$ cat config.mk
export PLATFORM = sky130hd
export DESIGN_NAME = i2c_master_bit_sequencer_core
export DESIGN_NICKNAME = d
export VERILOG_FILES = /design/src/rtl/i2cmbs_pkg.sv /design/src/rtl/i2cmbs_in_stage.sv /design/src/rtl/i2cmbs_step.sv /design/src/rtl/i2c_master_bit_sequencer_core.sv
export SDC_FILE = /design/constraint.sdc
export NUM_CORES = 1
export LEC_CHECK = 0
export ABC_CLOCK_PERIOD_IN_PS = 6400
export BUFFER_PORTS_ARGS = -buffer_cell sky130_fd_sc_hd__buf_2
export CAP_MARGIN = 0
export CORE_MARGIN = 1
export CORE_UTILIZATION = 58
export DETAILED_ROUTE_END_ITERATION = 7
export MAX_ROUTING_LAYER = met4
export PLACE_DENSITY = 0.78
export SETUP_SLACK_MARGIN = 0.4
export SLEW_MARGIN = 20
export SYNTH_ARGS = -nofsm -noshare
export SYNTH_HDL_FRONTEND = slang
export SYNTH_HIERARCHICAL = 1
export SYNTH_SLANG_ARGS = --single-unit
$ cat constraint.sdc
create_clock -name clk_i -period 6.4 [get_ports clk_i]
set_clock_uncertainty 0.1 [all_clocks]
set_input_delay 0.64 -clock clk_i [delete_from_list [all_inputs] [get_ports clk_i]]
set_output_delay 0.64 -clock clk_i [all_outputs]
set_load 0.01 [all_outputs]
$ cat src/rtl/i2cmbs_pkg.sv
// Package for the I2C master bit sequencer: request/result structs, command
// codes, sequencer state struct and sequence length table.
// No dependencies; imported by every module of the block.
package i2cmbs_pkg;

  // Bits per transferred byte
  localparam int unsigned DataBits = 8;
  // Step counter width, holds the longest sequence (read: 1 + 3 * DataBits)
  localparam int unsigned StepW = 5;
  // Phase counter width, one clock period is three steps
  localparam int unsigned PhaseW = 2;

  // Command codes carried in the func field
  typedef enum logic [2:0] {
    OP_TICK  = 3'd0,
    OP_START = 3'd1,
    OP_STOP  = 3'd2,
    OP_WRITE = 3'd3,
    OP_READ  = 3'd4,
    OP_SACK  = 3'd5,
    OP_RACK  = 3'd6
  } op_e;

  // Input request
  typedef struct packed {
    logic [2:0]          func;
    logic [DataBits-1:0] data_byte;
    logic                ack_level;
    logic                sda_in;
  } req_t;

  // Result of one request
  typedef struct packed {
    logic                scl_level;
    logic                sda_level;
    logic                busy_res;
    logic                done_res;
    logic [DataBits-1:0] rx_byte;
    logic                rx_ack;
    logic                status;
  } res_t;

  // Sequencer state; op == OP_TICK means idle
  typedef struct packed {
    logic                scl;
    logic                sda;
    op_e                 op;
    logic [StepW-1:0]    step;
    logic [PhaseW-1:0]   phase;
    logic [DataBits-1:0] tx;
    logic [DataBits-1:0] rx;
    logic                ack;
  } state_t;

  // Number of ticks in each command sequence
  function automatic logic [StepW-1:0] seq_len(op_e op);
    logic [StepW-1:0] len;
    unique case (op)
      OP_START: len = StepW'(4);
      OP_STOP:  len = StepW'(3);
      OP_WRITE: len = StepW'(3 * DataBits);
      OP_READ:  len = StepW'(1 + 3 * DataBits);
      OP_SACK:  len = StepW'(3);
      OP_RACK:  len = StepW'(4);
      default:  len = '0;
    endcase
    return len;
  endfunction

endpackage

$ cat src/rtl/i2cmbs_in_stage.sv
// Input register of the I2C master bit sequencer: holds one request until
// the step logic takes it. Depends on i2cmbs_pkg.
module i2cmbs_in_stage import i2cmbs_pkg::*; (
  input  logic clk_i,
  input  logic rst_ni,
  input  logic in_valid_i,
  output logic in_ready_o,
  input  req_t in_req_i,
  input  logic take_i,
  output logic valid_o,
  output req_t req_o
);

  logic valid_q;
  req_t req_q;

  // Accept when empty or when the held request leaves this cycle
  assign in_ready_o = !valid_q || take_i;

  // Hold valid flag
  always_ff @(posedge clk_i or negedge rst_ni) begin
    if (!rst_ni) begin
      valid_q <= 1'b0;
    end else if (in_ready_o) begin
      valid_q <= in_valid_i;
    end
  end

  // Load request payload
  always_ff @(posedge clk_i) begin
    if (in_ready_o && in_valid_i) begin
      req_q <= in_req_i;
    end
  end

  assign valid_o = valid_q;
  assign req_o   = req_q;

endmodule

$ cat src/rtl/i2cmbs_step.sv
// Step logic of the I2C master bit sequencer: from the current state and one
// request, form the next state and the result. Depends on i2cmbs_pkg.
module i2cmbs_step import i2cmbs_pkg::*; (
  input  state_t st_i,
  input  req_t   req_i,
  output state_t st_o,
  output res_t   res_o
);

  logic [StepW-1:0]  step_inc;
  logic [StepW-1:0]  len;
  logic [PhaseW-1:0] phase_inc;
  logic              done;
  logic              status;
  logic              busy;
  logic              is_cmd;
  state_t            nx;
  state_t            tk;

  assign busy      = (st_i.op != OP_TICK);
  assign is_cmd    = (req_i.func >= 3'(OP_START)) && (req_i.func <= 3'(OP_RACK));
  assign step_inc  = st_i.step + StepW'(1);
  assign len       = seq_len(st_i.op);
  assign phase_inc = (st_i.phase == PhaseW'(2)) ? '0 : st_i.phase + PhaseW'(1);

  // Perform one pin action of the active sequence
  always_comb begin
    tk      = st_i;
    tk.step = step_inc;
    unique case (st_i.op)
      OP_START: begin
        if (st_i.step == StepW'(0))      tk.sda = 1'b1;
        else if (st_i.step == StepW'(1)) tk.scl = 1'b1;
        else if (st_i.step == StepW'(2)) tk.sda = 1'b0;
        else                             tk.scl = 1'b0;
      end
      OP_STOP: begin
        if (st_i.step == StepW'(0))      tk.sda = 1'b0;
        else if (st_i.step == StepW'(1)) tk.scl = 1'b1;
        else                             tk.sda = 1'b1;
      end
      OP_WRITE: begin
        tk.phase = phase_inc;
        if (st_i.phase == PhaseW'(0)) begin
          tk.sda = st_i.tx[DataBits-1];
        end else if (st_i.phase == PhaseW'(1)) begin
          tk.scl = 1'b1;
        end else begin
          tk.scl = 1'b0;
          tk.tx  = {st_i.tx[DataBits-2:0], 1'b0};
        end
      end
      OP_READ: begin
        if (st_i.step == StepW'(0)) begin
          tk.sda = 1'b1;
        end else begin
          tk.phase = phase_inc;
          if (st_i.phase == PhaseW'(0))      tk.scl = 1'b1;
          else if (st_i.phase == PhaseW'(1)) tk.rx  = {st_i.rx[DataBits-2:0], req_i.sda_in};
          else                               tk.scl = 1'b0;
        end
      end
      OP_SACK: begin
        if (st_i.step == StepW'(0))      tk.sda = st_i.tx[0];
        else if (st_i.step == StepW'(1)) tk.scl = 1'b1;
        else                             tk.scl = 1'b0;
      end
      OP_RACK: begin
        if (st_i.step == StepW'(0))      tk.sda = 1'b1;
        else if (st_i.step == StepW'(1)) tk.scl = 1'b1;
        else if (st_i.step == StepW'(2)) tk.ack = req_i.sda_in;
        else                             tk.scl = 1'b0;
      end
      default: ;
    endcase
    // Drop back to idle after the final step
    if (step_inc >= len) begin
      tk.op    = OP_TICK;
      tk.step  = '0;
      tk.phase = '0;
    end
  end

  // Select between command latch, tick step and no change
  always_comb begin
    nx     = st_i;
    done   = 1'b0;
    status = 1'b0;
    if (is_cmd) begin
      if (busy) begin
        status = 1'b1;
      end else begin
        nx.op    = op_e'(req_i.func);
        nx.step  = '0;
        nx.phase = '0;
        if (req_i.func == 3'(OP_WRITE)) begin
          nx.tx = req_i.data_byte;
        end else if (req_i.func == 3'(OP_SACK)) begin
          nx.tx = DataBits'(req_i.ack_level);
        end else if (req_i.func == 3'(OP_READ)) begin
          nx.rx = '0;
        end
      end
    end else if ((req_i.func == 3'(OP_TICK)) && busy) begin
      nx   = tk;
      done = (step_inc >= len);
    end
  end

  assign st_o = nx;

  // Form the result from the updated state
  always_comb begin
    res_o.scl_level = nx.scl;
    res_o.sda_level = nx.sda;
    res_o.busy_res  = (nx.op != OP_TICK);
    res_o.done_res  = done;
    res_o.rx_byte   = nx.rx;
    res_o.rx_ack    = nx.ack;
    res_o.status    = status;
  end

endmodule

$ cat src/rtl/i2c_master_bit_sequencer_core.sv
// I2C master bit sequencer, top level.
// Request channel (in_valid_i/in_ready_o/in_req_i) carries either a command
// (start, stop, write byte, read byte, send ack, receive ack) or a tick.
// A command is latched while idle and moves no pin; a command that arrives
// while a sequence runs is rejected with status 1. Each tick in a sequence
// performs one pin action: drive SCL, drive SDA, or sample in_req_i.sda_in.
// Result channel (out_valid_o/out_ready_i/out_res_o) returns exactly one
// result per request: SCL/SDA drive levels, busy, done, received byte,
// received ack and status.
// Path: an accepted request lands in the input register, and the step
// logic's output is then loaded into the result register when it is free.
// Throughput: one request per cycle while results are taken; the step logic
// is combinational, so consecutive ticks follow back to back.
// Reset: SCL and SDA released (1), sequencer idle, bytes cleared, ack 1.
// Stall: while out_ready_i is low the result holds; one more request waits
// in the input register, after which in_ready_o drops.
// Depends on i2cmbs_pkg, i2cmbs_in_stage, i2cmbs_step.
module i2c_master_bit_sequencer_core import i2cmbs_pkg::*; (
  input  logic clk_i,
  input  logic rst_ni,
  input  logic in_valid_i,
  output logic in_ready_o,
  input  req_t in_req_i,
  output logic out_valid_o,
  input  logic out_ready_i,
  output res_t out_res_o
);

  logic   req_valid;
  req_t   req;
  logic   fire;
  logic   out_valid_q;
  res_t   res_q;
  res_t   res_d;
  state_t st_q;
  state_t st_d;

  // Process the held request when the result register is free
  assign fire = req_valid && (!out_valid_q || out_ready_i);

  i2cmbs_in_stage u_in_stage (
    .clk_i      (clk_i),
    .rst_ni     (rst_ni),
    .in_valid_i (in_valid_i),
    .in_ready_o (in_ready_o),
    .in_req_i   (in_req_i),
    .take_i     (fire),
    .valid_o    (req_valid),
    .req_o      (req)
  );

  i2cmbs_step u_step (
    .st_i  (st_q),
    .req_i (req),
    .st_o  (st_d),
    .res_o (res_d)
  );

  // Advance sequencer state
  always_ff @(posedge clk_i or negedge rst_ni) begin
    if (!rst_ni) begin
      st_q.scl   <= 1'b1;
      st_q.sda   <= 1'b1;
      st_q.op    <= OP_TICK;
      st_q.step  <= '0;
      st_q.phase <= '0;
      st_q.tx    <= '0;
      st_q.rx    <= '0;
      st_q.ack   <= 1'b1;
    end else if (fire) begin
      st_q <= st_d;
    end
  end

  // Hold result valid until taken
  always_ff @(posedge clk_i or negedge rst_ni) begin
    if (!rst_ni) begin
      out_valid_q <= 1'b0;
    end else if (fire) begin
      out_valid_q <= 1'b1;
    end else if (out_ready_i) begin
      out_valid_q <= 1'b0;
    end
  end

  // Load result payload
  always_ff @(posedge clk_i) begin
    if (fire) begin
      res_q <= res_d;
    end
  end

  assign out_valid_o = out_valid_q;
  assign out_res_o   = res_q;

endmodule

==> impl_summary.md, run 1 <==
Clock network
The TritonCTS clock tree is yes. The maximum level of the CTS H-tree is 3. The clock tree root driver cell is sky130_fd_sc_hd__clkbuf_8.

In this run the post-CTS setup repair buffer count came out at 0. The clock transition at the registers of the reported paths is 70 ps. The number of hold buffers added after CTS was 0. The clock sink count is 58. The clock latency on the worst-skew pair is 330 ps. The total of cells resized after clock tree synthesis is 0. The buffer depth of the longest clock path is 2. The TritonCTS buffer count is 9.

GRT
The overall global routing resource usage is 0.220. Entering global routing, the biggest net connects 32 pins. The via count of the first global-routing pass is 2041. The number of antenna violations at the first check in global routing was 0. The global route total overflow is 0. The first global-routing pass estimated 9730 um of wire.

Setup path
The worst register-to-register path ends at st_q[19]$_DFFE_PN0P_. The cell with the largest stage delay on the worst path is sky130_fd_sc_hd__dfrtp_1. The kind of launch point of the worst setup path is a register.

The critical path goes through nor3b_1, a21oi_1, nand2_1, ha_1, nand2b_1, a2111o_1, a31oi_1, nor2_1, o31ai_1, mux2_4. In this run the worst path has a maximum fanout of 19. The cell depth of the worst flop-to-flop path is 10. Together, buffers and inverters on the worst path number 0. For the worst setup path, the data required time is 6570 ps. The gate family responsible for the most delay along the worst path is compound AO/OA/AOI/OAI gates. In this run the critical register-to-register path is launched from st_q[24]$_DFFE_PN0P_. The data arrival time of the critical path is 3360 ps.

The peak per-stage delay on the critical path is 590 ps. The worst setup path is captured at a register. The flop-to-flop setup slack is 3220 ps. By startpoint and endpoint, the worst setup path is classified as register to register.

STA
Setup repair after global routing left no endpoint under its margin. The hold violation total from the final report is 0. Summed over all failing endpoints, the final setup total negative slack is 0 ps. Timing would allow up to 314 MHz. Dividing the final minimum period by the clock period gives 0.497. Setup violations remaining at the end of the flow were counted as 0.

The hold slack is 266 ps. After layout, the minimum clock period comes to 3180 ps. Measured against its own limit, the worst slew margin works out to 0.509. For the pin with the worst max-slew slack, the measured transition is 736 ps.

The number of slew-limit violations in the final report is 0.

Yosys
Of the synthesized area, sequential elements account for 0.467. The fraction of registers with async set/reset is 0.534. Among all flip-flop cells after synthesis, the most frequent one is sky130_fd_sc_hd__dfrtp_1. The Yosys step of the flow raised 6 warnings.

After synthesis, the mean cell area works out to 11.8 um2. Sorting the synthesized cells by area gives the leading types as sky130_fd_sc_hd__edfxtp_1 (24%), sky130_fd_sc_hd__dfrtp_1 (21%), sky130_fd_sc_hd__mux2_4 (13%). The number of different library cells used by synthesis comes to 56. The number of synthesized flops with an enable pin is 27. After synthesis, the most frequently instantiated cells are sky130_fd_sc_hd__mux2_4 (29), sky130_fd_sc_hd__dfrtp_1 (28), sky130_fd_sc_hd__edfxtp_1 (27), sky130_fd_sc_hd__nand2_1 (24), sky130_fd_sc_hd__nor2_1 (18).

In the post-synthesis netlist, the cell with the most instances is sky130_fd_sc_hd__mux2_4. The cell type with the largest total area after synthesis is sky130_fd_sc_hd__edfxtp_1. The net count of the mapped netlist is 315. The post-synthesis cell count is 289. The synthesized netlist occupies a cell area of 3410 um2. The fraction of post-synthesis cell area in the top cell type by area is 0.238. The count of state elements after synthesis is 58.

Floorplan
Measured along the x axis, the die boundary spans 78.7 um. The number of core rows is 27. The die is 78.7 um tall. The initial utilization of the core area, before any placement, comes to 0.611.

The floorplan step defined a die boundary enclosing 6190 um2. The I/O pin total is 33. The total area inside the core boundary comes to 5570 um2.

Layout
From synthesis to final layout, the design area changed by 6.20%. The finished cells cover 3620 um2. 0 antenna diodes ended up in the layout.

The core utilization of the finished layout is 0.649. The net count of the finished layout is 329. In the final layout, the share of cells above drive strength 1 is 0.305.

Min path
The class of the tightest hold or removal check is input pin to async pin.

Power and ir drop
The total power divided by cell area is 387 nW/um2. In this run the static leakage power is 1.54 nW. IR analysis of the VDD net gives a maximum drop of 0.196 mV.

Status
The run finished with clean final reports.

Detailed routing
Once detail routing completed, the nets flagged for antenna violations numbered 0. The number of vias after detailed routing is 2235. The first detailed-routing pass ran for 4 iterations. The routed via count divided by cell count is 5.88. For this block, the routed nets add up to 5990 um of wire. The detailed router finished its first iteration with 132 violations. The number of remaining DRC errors is 0. In the final routed layout, each cell accounts on average for 15.8 um.

Placement
The final HPWL from detailed placement is 3950 um. The count of input and output buffers is 32. The total cell area at the placement stage is 3460 um2. At the end of routability-driven placement, the weighted congestion stood at 0.874.

Run
Across the run, the number of max-cap violations was 0.
==> cell type report <==
class,count,area (um2)
Tap cell,72,90.1
Clock buffer,13,139
Inverter,5,18.8
Multi-Input combinational cell,197,1600
Fill cell,435,1950
Timing Repair Buffer,32,160
Sequential cell,58,1590
Clock inverter,3,17.5
==> power by group <==
part	internal (W)	total [W]	switching [W]
Clock	0.000140	0.000277	0.000137
Combinational	0.000263	0.000525	0.000262
Sequential	0.000475	0.000598	0.000122
==> metrics by stage <==
stage | cells | worst slack [ps] | power, W
after floorplan | 289 | 3600 | 0.00103
after global placement | 364 | 3400 | 0.00110
after detailed placement | 364 | 3290 | 0.00112
after CTS | 380 | 3270 | 0.00140
after global routing | 380 | 2980 | 0.00150
final | 380 | 3220 | 0.00140
==> routing by layer <==
layer  vias up  global-route usage  share of wire
met5         -                   -              0
met4         0              0.0778         0.0045
met3         2              0.0767          0.048
met1      1081               0.265           0.45
met2        66               0.344           0.50
li1       1086                   -              -
==> layout by cell type (no fill, tap or decap), drive strengths merged, types with 13 or more instances in the layout <==
| master | count |
|---|---|
| a21oi | 15 |
| clkbuf | 13 |
| dfrtp | 28 |
| mux2 | 32 |
| nand2 | 26 |
| nor2 | 18 |
| edfxtp | 27 |
| buf | 32 |
==> registers in the layout (all words and copies together), names as in the netlist <==
name and count:
out_valid_o 1, st_q 29, out_res_o 14, u_in_stage/req_o 13, u_in_stage/valid_o 1
==> logic make-up (layout without fill, tap and decap cells) <==
family / Yosys count / count (layout) / synth area share
AOI/OAI and AO/OA: 68 / 68 / 0.140
xor gates and xnor gates: 5 / 5 / 0.0129
adders and majority gates: 9 / 9 / 0.0330
buffers and inverters: 34 / 53 / 0.0628
DFF: 58 / 58 / 0.467
muxes: 32 / 32 / 0.138
and+or+nand+nor: 83 / 83 / 0.147
==> worst max-delay path by stage <==
| stage | from | to | slack (ps) | cells past startpoint |
|---|---|---|---|---|
| 5_1_grt | st_q[24]$_DFFE_PN0P_ | st_q[17]$_DFFE_PN0P_ | 2980 | 10 |
| 4_1_cts | st_q[24]$_DFFE_PN0P_ | st_q[19]$_DFFE_PN0P_ | 3270 | 10 |
| 2_1_floorplan | st_q[25]$_DFFE_PN0P_ | st_q[19]$_DFFE_PN0P_ | 3600 | 11 |
| 3_5_place_dp | st_q[24]$_DFFE_PN0P_ | st_q[19]$_DFFE_PN0P_ | 3290 | 10 |
| 3_3_place_gp | st_q[24]$_DFFE_PN0P_ | st_q[19]$_DFFE_PN0P_ | 3400 | 10 |
| 6_report | st_q[24]$_DFFE_PN0P_ | st_q[19]$_DFFE_PN0P_ | 3220 | 10 |
No activity file was read; power rests on OpenSTA's default activity.
==> run 2, diff against run 1 <==
- ABC_CLOCK_PERIOD_IN_PS: 6400 -> 3100
- clock period: 6.4 -> 3.1 ns (I/O delays scaled with it)
==> run 2 against run 1 <==
  * Worst setup slack worse by 2700 ps
  * Utilization is 3.2 points higher
  * Sequential power is 99% higher
  * Largest power group is now combinational cells
  * Critical endpoint unchanged
  * Fmax is 22% higher
  * Die area stayed put
  * Highest routed layer unchanged
==> impl_summary.md, run 2 (synthesis results as in run 1) <==
Layout
The final antenna diode count came to 0 (unchanged). The net count reported at finish is 339 (was 329). The register with the most flip-flops is st_q (unchanged). The most common cell after layout, fill and taps aside is sky130_fd_sc_hd__buf_2 (unchanged). Commonest cells after routing, fill and taps aside: sky130_fd_sc_hd__buf_2 (32), sky130_fd_sc_hd__mux2_4 (29), sky130_fd_sc_hd__edfxtp_1 (27) (was sky130_fd_sc_hd__buf_2 (32), sky130_fd_sc_hd__mux2_4 (29), sky130_fd_sc_hd__dfrtp_1 (28)). The number of fillers in the final layout is 434 (was 435). The area added between synthesis and finish is 11.4% (was 6.20%). The fraction of final layout cells with drive strength greater than 1 is 0.368 (was 0.305). The number of flip-flops in the largest register is 29 (unchanged). The finished layout cell area is 3800 um2 (was 3620 um2). The count of placed standard cells in the final layout, fillers left out came to 390 (was 380).

Setup path
The data arrival time of the critical path was 2790 ps (was 3360 ps). The worst setup path category is register to register (unchanged). The peak per-stage delay on the critical path is 450 ps (was 590 ps).

The capture instance of the worst register-to-register path is st_q[19]$_DFFE_PN0P_ (unchanged). The biggest fanout along the worst timing path was 8 (was 19). By instance count, the cell type seen most on the critical path is sky130_fd_sc_hd__nand2_1.

The cell depth of the worst flop-to-flop path is 11 (was 10). The beginning of the worst register-to-register path is st_q[24]$_DFFE_PN0P_ (unchanged). CP cell instances: buf_4, nor2_2, nand2_1, nand2_1, ha_1, nand2b_1, a2111o_1, a31oi_4, nor2_4, o31ai_1, mux2_4 (was nor3b_1, a21oi_1, nand2_1, ha_1, nand2b_1, a2111o_1, a31oi_1, nor2_1, o31ai_1, mux2_4). The gate family responsible for the most delay along the worst path was compound AO/OA/AOI/OAI gates (unchanged). The timing startpoint of the critical path is st_q[24]$_DFFE_PN0P_ (unchanged). The required time at the worst-slack endpoint is 3280 ps (was 6570 ps).

The count of buffering cells on the critical path with inverters included is 1 (was 0). The element type at the critical path end is a register (unchanged). The cell with the largest stage delay on the worst path is sky130_fd_sc_hd__dfrtp_2 (was sky130_fd_sc_hd__dfrtp_1).

The flop-to-flop setup slack is 490 ps (was 3220 ps). The kind of launch point of the worst setup path is a register (unchanged).

GRT
The wire length of the first global-routing pass is 10800 um (was 9730 um). The global route total overflow was 0 (unchanged). The pin count of the biggest net entering global routing is 32 (unchanged).

The overall global routing resource usage is 0.240 (was 0.220). The via count of the first global-routing pass is 2250 (was 2041). The number of antenna violations at the first check in global routing is 0 (unchanged).

Run
The number of max-cap violations is 0 (unchanged).

Placement
The final HPWL from detailed placement was 4200 um (was 3950 um). The count of input and output buffers came to 32 (unchanged). The routability-driven placement congestion ratio is 0.888 (was 0.874). The total cell area at the placement stage was 3510 um2 (was 3460 um2). The number of instances in the placed design is 369 (was 364).

Clock network
The maximum level of the CTS H-tree is 3 (unchanged). The clock sink count is 58 (unchanged). The TritonCTS clock tree was yes (unchanged). The clock transition at the registers of the reported paths is 70 ps (about the same).

The clock latency on the worst-skew pair is 340 ps (was 330 ps). The buffer depth of the longest clock path was 2 (unchanged). The TritonCTS buffer count is 9 (unchanged). The clock tree root driver cell is sky130_fd_sc_hd__clkbuf_8 (unchanged).

STA
Unrepaired setup endpoints after global routing: true (was false). The final clock period utilization by the worst path is 0.843 (was 0.497). The actual slew at the worst max-slew pin is 719 ps (was 736 ps). The headroom to the max-slew limit is 0.521 (was 0.509). The shortest clock period the worst path allows after layout is 2610 ps (was 3180 ps).

The number of slew-limit violations in the final report is 0 (unchanged). The hold violation total from the final report is 0 (unchanged). The total setup violations reported at the end of the flow came to 0 (unchanged). The fmax is 383 MHz (was 314 MHz). The post-route setup TNS is 0 ps (unchanged).

Min path
Counting instances, the worst hold path has a depth of 1. The class of the tightest hold or removal check is input pin to register (was input pin to async pin). The worst hold path begins at in_req_i[1].

The path with the worst hold slack has its endpoint at u_in_stage/req_o[1]$_DFFE_PP_.

Power and ir drop
The static leakage was 1.62 nW (was 1.54 nW). The worst vdd rail ir drop came to 0.417 mV (was 0.196 mV). The total power divided by cell area was 862 nW/um2 (was 387 nW/um2). The power consumption is 0.00327 W (was 0.00140 W).

Detailed routing
The number of vias after detailed routing is 2312 (was 2235). The DRC marker count from the first detailed-route iteration is 177 (was 132). The total length of routed wires is 6510 um (was 5990 um). The number of remaining DRC errors is 0 (unchanged). The detailed-router iteration count before antenna repair is 4 (unchanged). The residual antenna-violating net count after detailed routing is 0 (unchanged). The average wire length per cell after detail routing is 16.7 um (was 15.8 um). The routed via count divided by cell count came to 5.93 (was 5.88).

Floorplan
The die outline area is 6190 um2 (unchanged). The I/O pin total is 33 (unchanged). The height of the chip is 78.7 um (unchanged). The core footprint is 5570 um2 (unchanged).

The number of core rows was 27 (unchanged). The die width is 78.7 um (unchanged). The starting density of the core is 0.611 (unchanged).

Status
Outcome: finished clean (unchanged).
run 2: cell types whose count changed in the layout (fill, tap and decap cells not counted), moves of 2 or more:
cell	delta
sky130_fd_sc_hd__dfrtp_1	-4
sky130_fd_sc_hd__buf_4	+9
sky130_fd_sc_hd__nor2_1	-2
sky130_fd_sc_hd__dfrtp_2	+4
sky130_fd_sc_hd__nor3b_2	+2
sky130_fd_sc_hd__bufinv_16	+2
sky130_fd_sc_hd__clkbuf_1	-3
sky130_fd_sc_hd__nor3b_1	-2
run 2: final cells by class:
class	count	area (um2)	share of cell area
clock buffer	10	128	0.0336
clock inverter	6	82.6	0.0217
inverter	5	18.8	0.00494
multi-input combinational	197	1650	0.433
sequential	58	1600	0.420
tap	72	90.1	0.0237
timing repair buffer	42	238	0.0626
run 2: power breakdown:
part / switching, W / total [W] / internal (W) / leakage [nW]
combinational: 0.000681 / 0.00133 / 0.000650 / 0.880
clock: 0.000302 / 0.000750 / 0.000448 / 0.106
sequential: 0.000205 / 0.00119 / 0.000987 / 0.634
total: 0.00119 / 0.00327 / 0.00209 / 1.62
run 2: layer usage:
| metal | wire length (um) | global-route usage |
|---|---|---|
| met3 | 336 | 0.0663 |
| met2 | 3090 | 0.370 |
| met5 | 0 | - |
| met4 | 68 | 0.0889 |
| met1 | 3010 | 0.303 |
run 2: worst max path at each step:
stage	to	slack, ps	cells past startpoint
after floorplan	st_q[19]$_DFFE_PN0P_	450	11
after global placement	st_q[19]$_DFFE_PN0P_	310	10
final	st_q[19]$_DFFE_PN0P_	490	11
after global routing	st_q[19]$_DFFE_PN0P_	360	11
after CTS	st_q[19]$_DFFE_PN0P_	410	11
after detailed placement	st_q[19]$_DFFE_PN0P_	210	10
run 2: repair_timing:
item | CTS | global route
hold endpoints to repair | 28 | 0
pin swaps | 0 | 3
buffers inserted | 2 | 2
setup endpoints to repair | 11 | 19
hold buffers | 1 | 0
gates resized for setup | 5 | 7
run 2: through the flow:
| step | setup slack [ps] | utilization | hold slack (ps) |
|---|---|---|---|
| finish | 486 | 0.681 | 44.1 |
| global route | 363 | 0.681 | 22.7 |
| CTS | 406 | 0.675 | 24.2 |
| detailed placement | 212 | 0.629 | 310 |
| global placement | 309 | 0.629 | 310 |
| floorplan | 449 | - | -85.6 |
==> run 3, diff against run 2 <==
- ABC_CLOCK_PERIOD_IN_PS: 3100 -> 2400
- CORE_UTILIZATION: 58 -> 54
- PLACE_DENSITY: 0.78 -> 0.77
- clock period: 3.1 -> 2.4 ns (I/O delays scaled with it)
==> run 3 against run 2 <==
  * Wire length increased by 31%
  * The flow now finishes with violations (negative setup slack)
  * Die area increased by 7.2%
  * Non-clock buffer count increased by 57
  * Critical path type unchanged
  * Fmax about the same
  * Sequential share of layout area decreased by 6.6 points
  * Sequential cell count unchanged
  * Final cell count increased by 15%
  * Global-route usage increased by 3.4 points
  * Register-to-register slack got worse by 700 ps
==> impl_summary.md, run 3 (synthesis results as in run 1) <==
Layout
The finished layout cell area is 4500 um2 (was 3800 um2). The core utilization of the finished layout is 0.751 (was 0.681). The fraction of final layout cells with drive strength greater than 1 is 0.493 (was 0.368). The register with the most flip-flops is st_q (unchanged). The net count reported at finish is 396 (was 339). The number of flip-flops in the largest register was 29 (unchanged). The most common cell after layout, fill and taps aside is sky130_fd_sc_hd__buf_4 (was sky130_fd_sc_hd__buf_2).

Commonest cells after routing, fill and taps aside: sky130_fd_sc_hd__buf_4 (40), sky130_fd_sc_hd__buf_2 (32), sky130_fd_sc_hd__mux2_4 (30) (was sky130_fd_sc_hd__buf_2 (32), sky130_fd_sc_hd__mux2_4 (29), sky130_fd_sc_hd__edfxtp_1 (27)). The area added between synthesis and finish came to 32.0% (was 11.4%). The final antenna diode count is 0 (unchanged).

Setup path
The worst setup path category is register to register (unchanged). The cell with the largest stage delay on the worst path is sky130_fd_sc_hd__dfrtp_2 (unchanged). The data arrival time of the critical path came to 2800 ps (was 2790 ps). The flop-to-flop setup slack is -210 ps (was 490 ps). The biggest fanout along the worst timing path is 8 (unchanged). CP cell instances: buf_6, a21oi_4, nand2_1, ha_1, nand2b_4, a2111o_1, a31oi_4, nor2_4, o31ai_2, mux2_4 (was buf_4, nor2_2, nand2_1, nand2_1, ha_1, nand2b_1, a2111o_1, a31oi_4, nor2_4, o31ai_1, mux2_4). The required time at the worst-slack endpoint is 2590 ps (was 3280 ps).

The peak per-stage delay on the critical path is 470 ps (was 450 ps). The kind of launch point of the worst setup path is a register (unchanged). The gate family responsible for the most delay along the worst path is compound AO/OA/AOI/OAI gates (unchanged). The count of buffering cells on the critical path with inverters included is 1 (unchanged). The cell depth of the worst flop-to-flop path was 10 (was 11).

The beginning of the worst register-to-register path is st_q[24]$_DFFE_PN0P_ (unchanged). The element type at the critical path end is a register (unchanged). The capture instance of the worst register-to-register path was st_q[19]$_DFFE_PN0P_ (unchanged).

STA
The number of slew-limit violations in the final report is 0 (unchanged). The final clock period utilization by the worst path came to 1.09 (was 0.843). The actual slew at the worst max-slew pin was 741 ps (was 719 ps). Unrepaired setup endpoints after global routing: true (unchanged). The headroom to the max-slew limit is 0.506 (was 0.521). The hold violation total from the final report is 0 (unchanged). The fmax is 383 MHz (about the same).

The shortest clock period the worst path allows after layout was 2610 ps (about the same). The final worst-path setup slack is -214 ps (was 486 ps). The total setup violations reported at the end of the flow is 11 (was 0).

Clock network
The TritonCTS clock tree is yes (unchanged). The buffer depth of the longest clock path was 2 (unchanged). The clock latency on the worst-skew pair was 340 ps (about the same). The clock transition at the registers of the reported paths was 70 ps (about the same). The clock tree root driver cell is sky130_fd_sc_hd__clkbuf_8 (unchanged). The TritonCTS buffer count came to 9 (unchanged).

The clock sink count was 58 (unchanged). The maximum level of the CTS H-tree was 3 (unchanged).

Status
The final reports fail on negative setup slack. Outcome: finished, violations left (was finished clean).

Min path
The endpoint of the worst hold path is u_in_stage/valid_o$_DFFE_PN0P_ (was u_in_stage/req_o[1]$_DFFE_PP_). The launch instance of the worst min-delay path is in_valid_i (was in_req_i[1]). The class of the tightest hold or removal check is input pin to register (unchanged). The number of cells on the worst hold path is 2 (was 1).

Detailed routing
The residual antenna-violating net count after detailed routing came to 0 (unchanged). The number of remaining DRC errors is 0 (unchanged). The average wire length per cell after detail routing is 18.9 um (was 16.7 um). The number of vias after detailed routing is 2662 (was 2312).

The DRC marker count from the first detailed-route iteration was 171 (was 177). The routed via count divided by cell count is 5.92 (was 5.93). The total length of routed wires is 8510 um (was 6510 um).

The detailed-router iteration count before antenna repair is 5 (was 4).

Placement
The final HPWL from detailed placement is 4880 um (was 4200 um). The total cell area at the placement stage was 3830 um2 (was 3510 um2). The routability-driven placement congestion ratio is 0.941 (was 0.888). The count of input and output buffers is 32 (unchanged).

Power and ir drop
The total power divided by cell area is 1170 nW/um2 (was 862 nW/um2). The worst vdd rail ir drop came to 0.596 mV (was 0.417 mV). The static leakage is 1.95 nW (was 1.62 nW). The power consumption is 0.00525 W (was 0.00327 W).

GRT
The overall global routing resource usage is 0.274 (was 0.240). The number of antenna violations at the first check in global routing is 0 (unchanged). The wire length of the first global-routing pass came to 12900 um (was 10800 um).

The via count of the first global-routing pass is 2636 (was 2250). The pin count of the biggest net entering global routing is 32 (unchanged). The global route total overflow came to 0 (unchanged).

Floorplan
The height of the chip is 81.4 um (was 78.7 um). The core footprint is 5990 um2 (was 5570 um2). The die outline area is 6630 um2 (was 6190 um2). The I/O pin total is 33 (unchanged). The number of core rows is 28 (was 27). The die width is 81.4 um (was 78.7 um). The starting density of the core is 0.569 (was 0.611).

Run
The number of max-cap violations is 0 (unchanged).
run 3: changes by cell type in the layout (fill, tap and decap cells not counted), moves of 4 or more:
| cell | before | now |
|---|---|---|
| sky130_fd_sc_hd__ha_1 | 9 | 5 |
| sky130_fd_sc_hd__a21oi_1 | 14 | 10 |
| sky130_fd_sc_hd__o21ai_1 | 0 | 4 |
| sky130_fd_sc_hd__o22ai_2 | 0 | 4 |
| sky130_fd_sc_hd__buf_4 | 9 | 40 |
| sky130_fd_sc_hd__o21ai_0 | 9 | 4 |
| sky130_fd_sc_hd__o22ai_1 | 7 | 3 |
| sky130_fd_sc_hd__dlygate4sd3_1 | 1 | 14 |
| sky130_fd_sc_hd__buf_6 | 0 | 13 |
run 3: stage by stage:
| step | setup TNS [ps] | setup slack (ps) | hold WS, ps | std cells |
|---|---|---|---|---|
| 2_1_floorplan | -193 | -66.5 | -156 | 289 |
| 3_3_place_gp | -3.78 | -2.67 | 238 | 406 |
| 3_5_place_dp | -589 | -120 | 244 | 406 |
| 4_1_cts | -343 | -98.1 | 1.72 | 445 |
| 5_1_grt | -2580 | -307 | 8.95 | 450 |
| 6_report | -1600 | -214 | 17.2 | 450 |
run 3: what timing repair did:
action,CTS,global route
gates cloned,0,0
pin swaps,26,4
endpoints found under the hold margin,41,0
gates resized for setup,24,23
buffers inserted,9,5
hold buffers,14,0
setup endpoints to repair,41,42
run 3: final cells by class:
cell class | count | area, um2
multi-input cells | 197 | 1820
flip-flops and latches | 58 | 1590
fillers | 347 | 1490
repair buffers | 99 | 747
clock buffers | 10 | 138
well taps | 75 | 93.8
clock inverters | 6 | 90.1
inverters | 5 | 18.8
run 3: per-layer routing:
layer  vias up  track usage  share of wire
li1       1218            -              -
met1      1285        0.334           0.41
met2       142        0.449           0.51
met3        17       0.0622          0.071
met4         0       0.0911          0.015
met5         -            -              0
run 3: worst max-delay path by stage:
stage,from,to,slack [ps],cells after the start
2_1_floorplan,st_q[19]$_DFFE_PN0P_,st_q[0]$_DFFE_PN1P_,-70,8
3_3_place_gp,st_q[24]$_DFFE_PN0P_,st_q[19]$_DFFE_PN0P_,-3,10
3_5_place_dp,st_q[26]$_DFFE_PN0P_,st_q[22]$_DFFE_PN0P_,-120,9
4_1_cts,st_q[26]$_DFFE_PN0P_,st_q[19]$_DFFE_PN0P_,-100,9
5_1_grt,st_q[24]$_DFFE_PN0P_,st_q[18]$_DFFE_PN0P_,-310,11
6_report,st_q[24]$_DFFE_PN0P_,st_q[19]$_DFFE_PN0P_,-210,10
run 3: power breakdown:
part / switching (W) / internal [W] / leakage (nW)
logic: 0.00130 / 0.00142 / 1.20
clock network: 0.000419 / 0.000614 / 0.112
registers: 0.000232 / 0.00127 / 0.634
run 3: worst register-to-register path: cells and delay by family, from the launching register on:
kind	cells	cell delay, ps
adders and majority gates	1	270
muxes	1	190
DFF	1	470
buffers and inverters	1	160
and+or+nand+nor	3	320
AOI/OAI and AO/OA	4	1060
